$ cat config.mk
export PLATFORM = sky130hd
export DESIGN_NAME = prefix_expert_cache
export DESIGN_NICKNAME = d
export VERILOG_FILES = /design/src/hw/rtl/pec_pkg.sv /design/src/hw/rtl/pec_ram.sv /design/src/hw/rtl/pec_front.sv /design/src/hw/rtl/pec_back.sv /design/src/hw/rtl/prefix_expert_cache.sv
export SDC_FILE = /design/constraint.sdc
export NUM_CORES = 2
export LEC_CHECK = 0
export ABC_AREA = 1
export BUFFER_PORTS_ARGS = -buffer_cell sky130_fd_sc_hd__buf_2
export CORE_MARGIN = 2
export CORE_UTILIZATION = 60
export DETAILED_ROUTE_END_ITERATION = 7
export PLACE_DENSITY = 0.76
export SYNTH_ARGS = -nofsm -noshare
export SYNTH_HDL_FRONTEND = slang
export SYNTH_SLANG_ARGS = --single-unit
$ cat constraint.sdc
create_clock -name clk -period 15.3 [get_ports clk]
set_input_delay 3.06 -clock clk [delete_from_list [all_inputs] [get_ports clk]]
set_output_delay 3.06 -clock clk [all_outputs]
set_load 0.05 [all_outputs]
$ cat src/hw/rtl/pec_pkg.sv
package pec_pkg;

  localparam int KeyW   = 64;
  localparam int CountW = 4;
  localparam int IdW    = 8;
  localparam int NumIds = 8;
  localparam int HitsW  = 32;

  typedef enum logic {
    CMD_LOOKUP = 1'b0,
    CMD_RECORD = 1'b1
  } cmd_t;

  typedef struct packed {
    logic              command;
    logic [KeyW-1:0]   key_hash;
    logic [CountW-1:0] id_count;
    logic [IdW-1:0]    expert_id_0;
    logic [IdW-1:0]    expert_id_1;
    logic [IdW-1:0]    expert_id_2;
    logic [IdW-1:0]    expert_id_3;
    logic [IdW-1:0]    expert_id_4;
    logic [IdW-1:0]    expert_id_5;
    logic [IdW-1:0]    expert_id_6;
    logic [IdW-1:0]    expert_id_7;
  } in_item_t;

  typedef struct packed {
    logic              hit;
    logic [CountW-1:0] found_count;
    logic [IdW-1:0]    expert_id;
    logic              last;
  } out_item_t;

endpackage

$ cat src/hw/rtl/pec_ram.sv
module pec_ram #(
  parameter int Width = 8,
  parameter int Depth = 16
) (
  input  logic                     clk,
  input  logic                     wr_en,
  input  logic [$clog2(Depth)-1:0] wr_addr,
  input  logic [Width-1:0]         wr_data,
  input  logic [$clog2(Depth)-1:0] rd_addr,
  output logic [Width-1:0]         rd_data
);

  logic [Width-1:0] mem [Depth];

  always_ff @(posedge clk) begin
    if (wr_en) begin
      mem[wr_addr] <= wr_data;
    end
    rd_data <= mem[rd_addr];
  end

endmodule

$ cat src/hw/rtl/pec_front.sv
module pec_front import pec_pkg::*; (
  input  logic     clk,
  input  logic     rst,
  input  logic     in_valid,
  output logic     in_stall,
  input  in_item_t in_item,
  output logic     q_valid,
  input  logic     q_stall,
  output in_item_t q_item
);

  // Two-entry queue; records with no ids are dropped here.
  in_item_t buf0, buf1;
  logic [1:0] cnt;
  logic push, pop, keep;

  assign in_stall = (cnt == 2'd2);
  assign keep     = !(in_item.command == CMD_RECORD && in_item.id_count == '0);
  assign push     = in_valid && !in_stall && keep;
  assign pop      = q_valid && !q_stall;
  assign q_valid  = (cnt != 2'd0);
  assign q_item   = buf0;

  always_ff @(posedge clk) begin
    if (rst) begin
      cnt <= 2'd0;
    end else begin
      cnt <= cnt + {1'b0, push} - {1'b0, pop};
    end
    if (pop) begin
      buf0 <= (push && cnt == 2'd1) ? in_item : buf1;
    end else if (push && cnt == 2'd0) begin
      buf0 <= in_item;
    end
    if (push && ((cnt == 2'd1 && !pop) || (cnt == 2'd2 && pop))) begin
      buf1 <= in_item;
    end
  end

endmodule

$ cat src/hw/rtl/pec_back.sv
module pec_back import pec_pkg::*; #(
  parameter int Capacity = 16,
  parameter int MaxIds   = 8
) (
  input  logic      clk,
  input  logic      rst,
  input  logic      q_valid,
  output logic      q_stall,
  input  in_item_t  q_item,
  output logic      out_valid,
  input  logic      out_stall,
  output out_item_t out_item
);

  localparam int AW  = (Capacity > 1) ? $clog2(Capacity) : 1;
  localparam int FW  = $clog2(Capacity + 1);
  localparam int IW  = (MaxIds > 1) ? $clog2(MaxIds) : 1;
  localparam int IAW = $clog2(Capacity * MaxIds);
  localparam int LenW = $clog2(MaxIds + 1);

  typedef enum logic [6:0] {
    S_IDLE  = 7'b0000001,
    S_SCAN  = 7'b0000010,
    S_VICT  = 7'b0000100,
    S_WRITE = 7'b0001000,
    S_BUMP  = 7'b0010000,
    S_EMIT  = 7'b0100000,
    S_WAIT  = 7'b1000000
  } state_t;

  state_t   state;
  in_item_t cur;
  logic [FW-1:0] fill_level;
  logic [FW-1:0] scan;
  logic [AW-1:0] idx;
  logic [AW-1:0] best;
  logic [HitsW-1:0] best_hits;
  logic [HitsW-1:0] cur_hits;
  logic          first_rd;
  logic [IW:0]   wcnt;
  logic [IW:0]   ecnt;
  logic [LenW-1:0] len;
  logic          rd_pending;
  logic          key_match;
  logic          out_free;
  logic          emit;

  // Memories.
  logic            key_we, len_we, hits_we, ids_we;
  logic [AW-1:0]   key_wa, hits_wa, rd_a;
  logic [KeyW-1:0] key_rd;
  logic [LenW-1:0] len_rd, len_wd;
  logic [HitsW-1:0] hits_rd, hits_wd;
  logic [IAW-1:0]  ids_wa, ids_ra;
  logic [IdW-1:0]  ids_wd, ids_rd;
  logic [IdW-1:0]  in_ids [NumIds];
  logic [LenW-1:0] rec_len;

  pec_ram #(.Width(KeyW), .Depth(Capacity)) u_key (
    .clk, .wr_en(key_we), .wr_addr(key_wa), .wr_data(cur.key_hash),
    .rd_addr(rd_a), .rd_data(key_rd));
  pec_ram #(.Width(LenW), .Depth(Capacity)) u_len (
    .clk, .wr_en(len_we), .wr_addr(key_wa), .wr_data(len_wd),
    .rd_addr(rd_a), .rd_data(len_rd));
  pec_ram #(.Width(HitsW), .Depth(Capacity)) u_hits (
    .clk, .wr_en(hits_we), .wr_addr(hits_wa), .wr_data(hits_wd),
    .rd_addr(rd_a), .rd_data(hits_rd));
  pec_ram #(.Width(IdW), .Depth(Capacity * MaxIds)) u_ids (
    .clk, .wr_en(ids_we), .wr_addr(ids_wa), .wr_data(ids_wd),
    .rd_addr(ids_ra), .rd_data(ids_rd));

  assign in_ids = '{cur.expert_id_0, cur.expert_id_1, cur.expert_id_2, cur.expert_id_3,
                    cur.expert_id_4, cur.expert_id_5, cur.expert_id_6, cur.expert_id_7};
  assign rec_len = (cur.id_count > CountW'(MaxIds)) ? LenW'(MaxIds)
                                                    : LenW'(cur.id_count);
  assign len_wd  = rec_len;

  assign q_stall = (state != S_IDLE);
  assign rd_a    = scan[AW-1:0];

  // The output register can take a new result when it is empty or being drained.
  assign key_match = rd_pending && (key_rd == cur.key_hash);
  assign out_free  = !out_valid || !out_stall;
  assign emit      = out_free && ((state == S_WAIT) ||
                                  (state == S_SCAN && !key_match && scan >= fill_level &&
                                   cur.command == CMD_LOOKUP));

  // Entries are written one id a cycle; a slot beyond the length gets zero.
  assign ids_we  = (state == S_WRITE);
  assign ids_wa  = IAW'(idx) * IAW'(MaxIds) + IAW'(wcnt[IW-1:0]);
  assign ids_wd  = (LenW'(wcnt) < rec_len) ? in_ids[wcnt[IW-1:0]] : '0;
  assign key_wa  = idx;
  assign key_we  = (state == S_WRITE) && (wcnt == '0);
  assign len_we  = key_we;
  assign hits_we = key_we || (state == S_BUMP);
  assign hits_wa = idx;
  assign hits_wd = (state == S_BUMP) ? ((cur_hits == '1) ? cur_hits : cur_hits + HitsW'(1))
                                     : HitsW'(1);
  assign ids_ra  = IAW'(idx) * IAW'(MaxIds) + IAW'(ecnt[IW-1:0]);

  always_ff @(posedge clk) begin
    if (rst) begin
      state      <= S_IDLE;
      fill_level <= '0;
      out_valid  <= 1'b0;
      rd_pending <= 1'b0;
    end else begin
      if (emit) begin
        out_valid <= 1'b1;
      end else if (!out_stall) begin
        out_valid <= 1'b0;
      end
      case (state)
        S_IDLE: begin
          if (q_valid) begin
            cur        <= q_item;
            scan       <= '0;
            rd_pending <= 1'b0;
            state      <= S_SCAN;
          end
        end
        S_SCAN: begin
          // Read address scan issued; the registered data is compared in the next cycle.
          if (key_match) begin
            idx        <= AW'(scan - 1'b1);
            cur_hits   <= hits_rd;
            rd_pending <= 1'b0;
            if (cur.command == CMD_LOOKUP) begin
              len   <= len_rd;
              ecnt  <= '0;
              state <= S_EMIT;
            end else begin
              scan  <= FW'(scan - 1'b1);
              state <= S_BUMP;
            end
          end else if (scan >= fill_level) begin
            rd_pending <= 1'b0;
            if (cur.command == CMD_LOOKUP) begin
              if (out_free) begin
                out_item <= '{hit: 1'b0, found_count: '0, expert_id: '0, last: 1'b1};
                state    <= S_IDLE;
              end
            end else if (fill_level < FW'(Capacity)) begin
              idx        <= fill_level[AW-1:0];
              fill_level <= fill_level + 1'b1;
              wcnt       <= '0;
              state      <= S_WRITE;
            end else begin
              scan     <= '0;
              first_rd <= 1'b1;
              state    <= S_VICT;
            end
          end else begin
            scan       <= scan + 1'b1;
            rd_pending <= 1'b1;
          end
        end
        S_VICT: begin
          // Lowest hit count, lowest index on a tie.
          if (rd_pending && (first_rd || hits_rd < best_hits)) begin
            best      <= AW'(scan - 1'b1);
            best_hits <= hits_rd;
            first_rd  <= 1'b0;
          end
          if (scan == FW'(Capacity)) begin
            if (!rd_pending) begin
              scan <= scan;
            end
            if (rd_pending) begin
              rd_pending <= 1'b0;
              idx   <= (first_rd || hits_rd < best_hits) ? AW'(scan - 1'b1) : best;
              wcnt  <= '0;
              state <= S_WRITE;
            end
          end else begin
            scan       <= scan + 1'b1;
            rd_pending <= 1'b1;
          end
        end
        S_WRITE: begin
          if (wcnt == (IW+1)'(MaxIds - 1)) begin
            state <= S_IDLE;
          end
          wcnt <= wcnt + 1'b1;
        end
        S_BUMP: begin
          // cur_hits holds the matching entry's count; written back this cycle.
          state <= S_IDLE;
        end
        S_EMIT: begin
          // Issue read of id ecnt; the registered data is ready in S_WAIT.
          state <= S_WAIT;
        end
        S_WAIT: begin
          if (out_free) begin
            out_item  <= '{hit: 1'b1, found_count: CountW'(len), expert_id: ids_rd,
                           last: (LenW'(ecnt) + 1'b1 == len)};
            ecnt      <= ecnt + 1'b1;
            state     <= (LenW'(ecnt) + 1'b1 == len) ? S_IDLE : S_EMIT;
          end
        end
        default: state <= S_IDLE;
      endcase
    end
  end

endmodule

$ cat src/hw/rtl/prefix_expert_cache.sv
// Channel   Struct       Handshake
// in        in_item_t    in_valid / in_stall
// out       out_item_t   out_valid / out_stall
//
// A transaction leaves the queue, then the back end scans one key per cycle; a miss is
// registered once the scan passes fill_level, and a matching entry ends the scan.
// A lookup hit then returns its ids one at a time; a repeat record bumps the hit count.
// A new record writes MAX_IDS ids, one per cycle, after a victim sweep of all CAPACITY
// entries when the table is full.
// Reset (rst, synchronous) empties the table; a stalled result holds the back end.
module prefix_expert_cache import pec_pkg::*; #(
  parameter int CAPACITY = 16,
  parameter int MAX_IDS  = 8
) (
  input  logic      clk,
  input  logic      rst,
  input  logic      in_valid,
  output logic      in_stall,
  input  in_item_t  in_item,
  output logic      out_valid,
  input  logic      out_stall,
  output out_item_t out_item
);

  logic     q_valid, q_stall;
  in_item_t q_item;

  // Front end: queues transactions and drops empty records.
  pec_front u_front (
    .clk, .rst, .in_valid, .in_stall, .in_item,
    .q_valid, .q_stall, .q_item);

  // Back end: scans, replaces and emits results one transaction at a time.
  pec_back #(.Capacity(CAPACITY), .MaxIds(MAX_IDS)) u_back (
    .clk, .rst, .q_valid, .q_stall, .q_item,
    .out_valid, .out_stall, .out_item);

endmodule

==> run_results.csv <==
group,metric,value,unit
outcome,status,"complete, no violations",
drt,vias,79137,
sta,post-route-period-util,0.387,
drt,drt.antenna.violating_nets,0,
worst_setup_path,crit-reg2reg-launch,"u_back.cur[67]",
floorplan,die_span_in_x,464,µm
clocking,hold_bufs_at_cts,0,
global_route,maximum_number_of_pins_on_one_net_before_global_route_repair,250,
worst_setup_path,arrival,6.50,ns
worst_setup_path,timing.critical_path.required,15.88,ns
sta,final_period_minus_worst_setup_slack,5.92,ns
global_route,grt_first_pass_wirelength,474000,µm
power,power.density_cell_area,162,mW/mm²
floorplan,std_cell_rows,168,
clocking,tritoncts_clock_tree,"yes",
yosys,synth.net_count,9399,
layout,area_delta_synth_final,10.8,%
power,total_chip_power,22.8,mW
yosys,average_cell_area_after_synthesis,13.8,µm²
floorplan,chipHeight,464,µm
worst_hold_path,min_path_type,"reg -> reg",
clocking,cts-htree-levels,5,
sta,timing_hold_violations_final,0,
clocking,cts_num_sinks,3251,
sta,rsz0062_at_grt,"no",
layout,layout_common_cells,"3127 x sky130_fd_sc_hd__edfxtp_1, 1652 x sky130_fd_sc_hd__nor2_1, 1251 x sky130_fd_sc_hd__o21ai_0",
drt,avgViaCountPerCell,6.42,
layout,filler_cells_inserted,14028,
yosys,number_of_different_library_cells_in_the_post_synthesis_netlist,51,
layout,drive_gt1_frac,0.0995,
floorplan,coreArea,0.210,mm²
yosys,postSynth.topFlopCell,"sky130_fd_sc_hd__edfxtp_1",
global_route,grt.overflow.total,0,
global_route,grt_usage,0.292,
place,dpl.hpwl,171000,µm
drt,postRouteWirelength,321000,µm
yosys,synth_warnings,0,
worst_setup_path,cp_max_fo,61,
clocking,clkLatencyLatePin,0.96,ns
floorplan,ioPinCount,153,
layout,nets,9469,
yosys,async_reset_ff_frac,0,
worst_setup_path,worst_path_slowest_cell,"sky130_fd_sc_hd__a21oi_4",
worst_setup_path,worst_path_most_repeated_cell,"sky130_fd_sc_hd__buf_4",
yosys,synthesis.instances,9213,
yosys,yosysTopAreaCellShare,0.740,
yosys,mappedNetlistArea,0.127,mm²
sta,setup_viol,0,
yosys,synth_enable_flop_cells,3127,
sta,worst_clock_skew,0.0899,ns
drt,remaining_drc_errors,0,
yosys,synth_top_cell_by_area,"sky130_fd_sc_hd__edfxtp_1",
worst_setup_path,setup.worst_path.class,"in -> reg",
layout,mostFrequentLayoutCell,"sky130_fd_sc_hd__edfxtp_1",
yosys,post_synthesis_sequential_area_ratio,0.760,
sta,maxClockFrequency,169,MHz
sta,max-slew-margin-rel,0.0854,
place,finalWeightedCongestion,0.887,
job,cap_violations,0,
worst_setup_path,worst_path_largest_cell_delay,0.93,ns
sta,setup_total_negative_slack,0,ns
worst_setup_path,setup.worst_path.start,"in_item[66]",
clocking,worst_setup_hold_path_clk_slew,0.06,ns
sta,maxSlewViolCount,0,
power,leakage,45.7,nW
worst_setup_path,end_kind,"flop",
floorplan,start_util,0.605,
yosys,ys_top_cells_by_area,"sky130_fd_sc_hd__edfxtp_1 74%, sky130_fd_sc_hd__nor2_1 5.0%, sky130_fd_sc_hd__o21ai_0 4.9%",
floorplan,die_area,0.215,mm²
yosys,ys_ff_latch,3251,
drt,drt_pre_antenna_iters,6,
clocking,cts_resized,0,
worst_hold_path,timing.hold.worst.start,"u_front.q_item[34]",
worst_setup_path,cp-start-kind,"input port",
global_route,grt_antenna_before_repair,13,
drt,drc_violation_total_after_the_first_tritonroute_iteration,11212,
clocking,post_cts_buffers,0,
clocking,clockBufferDepth,4,
place,port_buffers,152,
drt,wl_per_cell,26.0,µm
worst_setup_path,path_cells,"buf_2 > nor4_1 > buf_4 > nand2_1 > nand3_1 > inv_1 > o21ai_0 > a21oi_4 > buf_4 > buf_4",
power,worst_supply_voltage_drop_on_vdd,0.142,mV
clocking,root_buffer,"sky130_fd_sc_hd__clkbuf_16",
global_route,via_count_of_the_first_global_routing_pass,76668,
clocking,cts_buffers,332,
sta,worstMarginPinSlew,1.37,ns
## cell type report
class                   count  area, µm²  area share
diodes                      4       10.0   0.0000712
clock buffers             431       8980      0.0639
clock inverters           141       1140     0.00815
inverters                 283       1090     0.00778
multi-input cells        5129      27500       0.196
flip-flops and latches   3251      96400       0.686
well taps                2805       3510      0.0250
repair buffers            286       1880      0.0134
## stage by stage
| stage | instance area, µm² | hold slack [ns] | util | instances | setup WS [ns] |
|---|---|---|---|---|---|
| 2_1_floorplan | 127000 | 0.386 | - | 9213 | 1.98 |
| 3_3_place_gp | 130000 | 0.401 | 0.622 | 11754 | 8.42 |
| 3_5_place_dp | 130000 | 0.405 | 0.622 | 11754 | 8.39 |
| 4_1_cts | 141000 | 0.404 | 0.670 | 12326 | 9.43 |
| 5_1_grt | 141000 | 0.411 | 0.670 | 12330 | 9.23 |
| 6_report | 141000 | 0.403 | 0.670 | 12330 | 9.38 |
## cell families (layout without fill, tap and decap cells)
group                    count (synthesis)  count (layout)  synth area share
flip-flops                            3251            3251             0.760
AND/OR/NAND/NOR                       2660            2660            0.0835
AO/OA/AOI/OAI                         2120            2120            0.0990
buffers and inverters                  833            1141            0.0262
multiplexers                           271             271            0.0248
adder cells (fa/ha/maj)                 49              49           0.00483
XOR/XNOR                                29              29           0.00200
other                                    0               4                 0
## cells in the mapped netlist, drive strengths merged, types with 14 or more instances
master and number:
o211ai 222, o21ai 1254, edfxtp 3127, mux2 133
nor4 14, mux2i 138, buf 121, o22ai 316
clkbuf 429, nand2 613, ha 49, xor2 15
nor3 31, o221ai 248, dfxtp 124, xnor2 14
a21oi 58, nor2 1697, inv 277, nand3 256
nand4 28
## layer usage
layer	global-route usage	vias to the layer above	part of all wire
met5	0	-	0.00022
met4	0.131	12	0.045
met3	0.0546	795	0.11
met2	0.470	4995	0.48
met1	0.392	38926	0.37
li1	-	34409	-
## worst max-delay path, delay by kind of cell
kind / cells / cell delay (ns)
buffers and inverters: 5 / 1.89
AOI/OAI and AO/OA: 2 / 1.08
and+or+nand+nor: 3 / 0.35
## final timing paths
kind / endpoint / slack, ns / cells after the start
setup reg to reg: u_back.u_ids.mem[36][5] / 9.96 / 10
hold / removal: u_back.cur[34] / 0.40 / 0
hold reg to reg: u_back.cur[34] / 0.40 / 0
setup / recovery: u_front.buf1[109] / 9.38 / 10
## report_power, final
part | switching (mW) | total, mW | internal (mW)
combinational | 2.70 | 3.73 | 1.03
sequential | 0.490 | 11.4 | 10.9
clock | 3.23 | 7.64 | 4.42
total | 6.42 | 22.8 | 16.4
## registers in the layout (all words and copies together), names as in the netlist, 5 cells and up
| signal | flops |
|---|---|
| u_back.scan | 5 |
| u_back.out_item | 14 |
| u_back.state | 7 |
| u_back.u_len.mem | 64 |
| u_back.u_hits.mem | 512 |
| u_back.cur_hits | 32 |
| u_back.u_ids.rd_data | 8 |
| u_back.u_key.mem | 1024 |
| u_back.fill_level | 5 |
| u_back.cur | 133 |
| u_back.u_ids.mem | 1024 |
| u_back.u_hits.rd_data | 32 |
| u_back.u_key.rd_data | 64 |
| u_front.buf1 | 133 |
| u_front.q_item | 133 |
| u_back.best_hits | 32 |
Power figures use the tool's default switching activity.
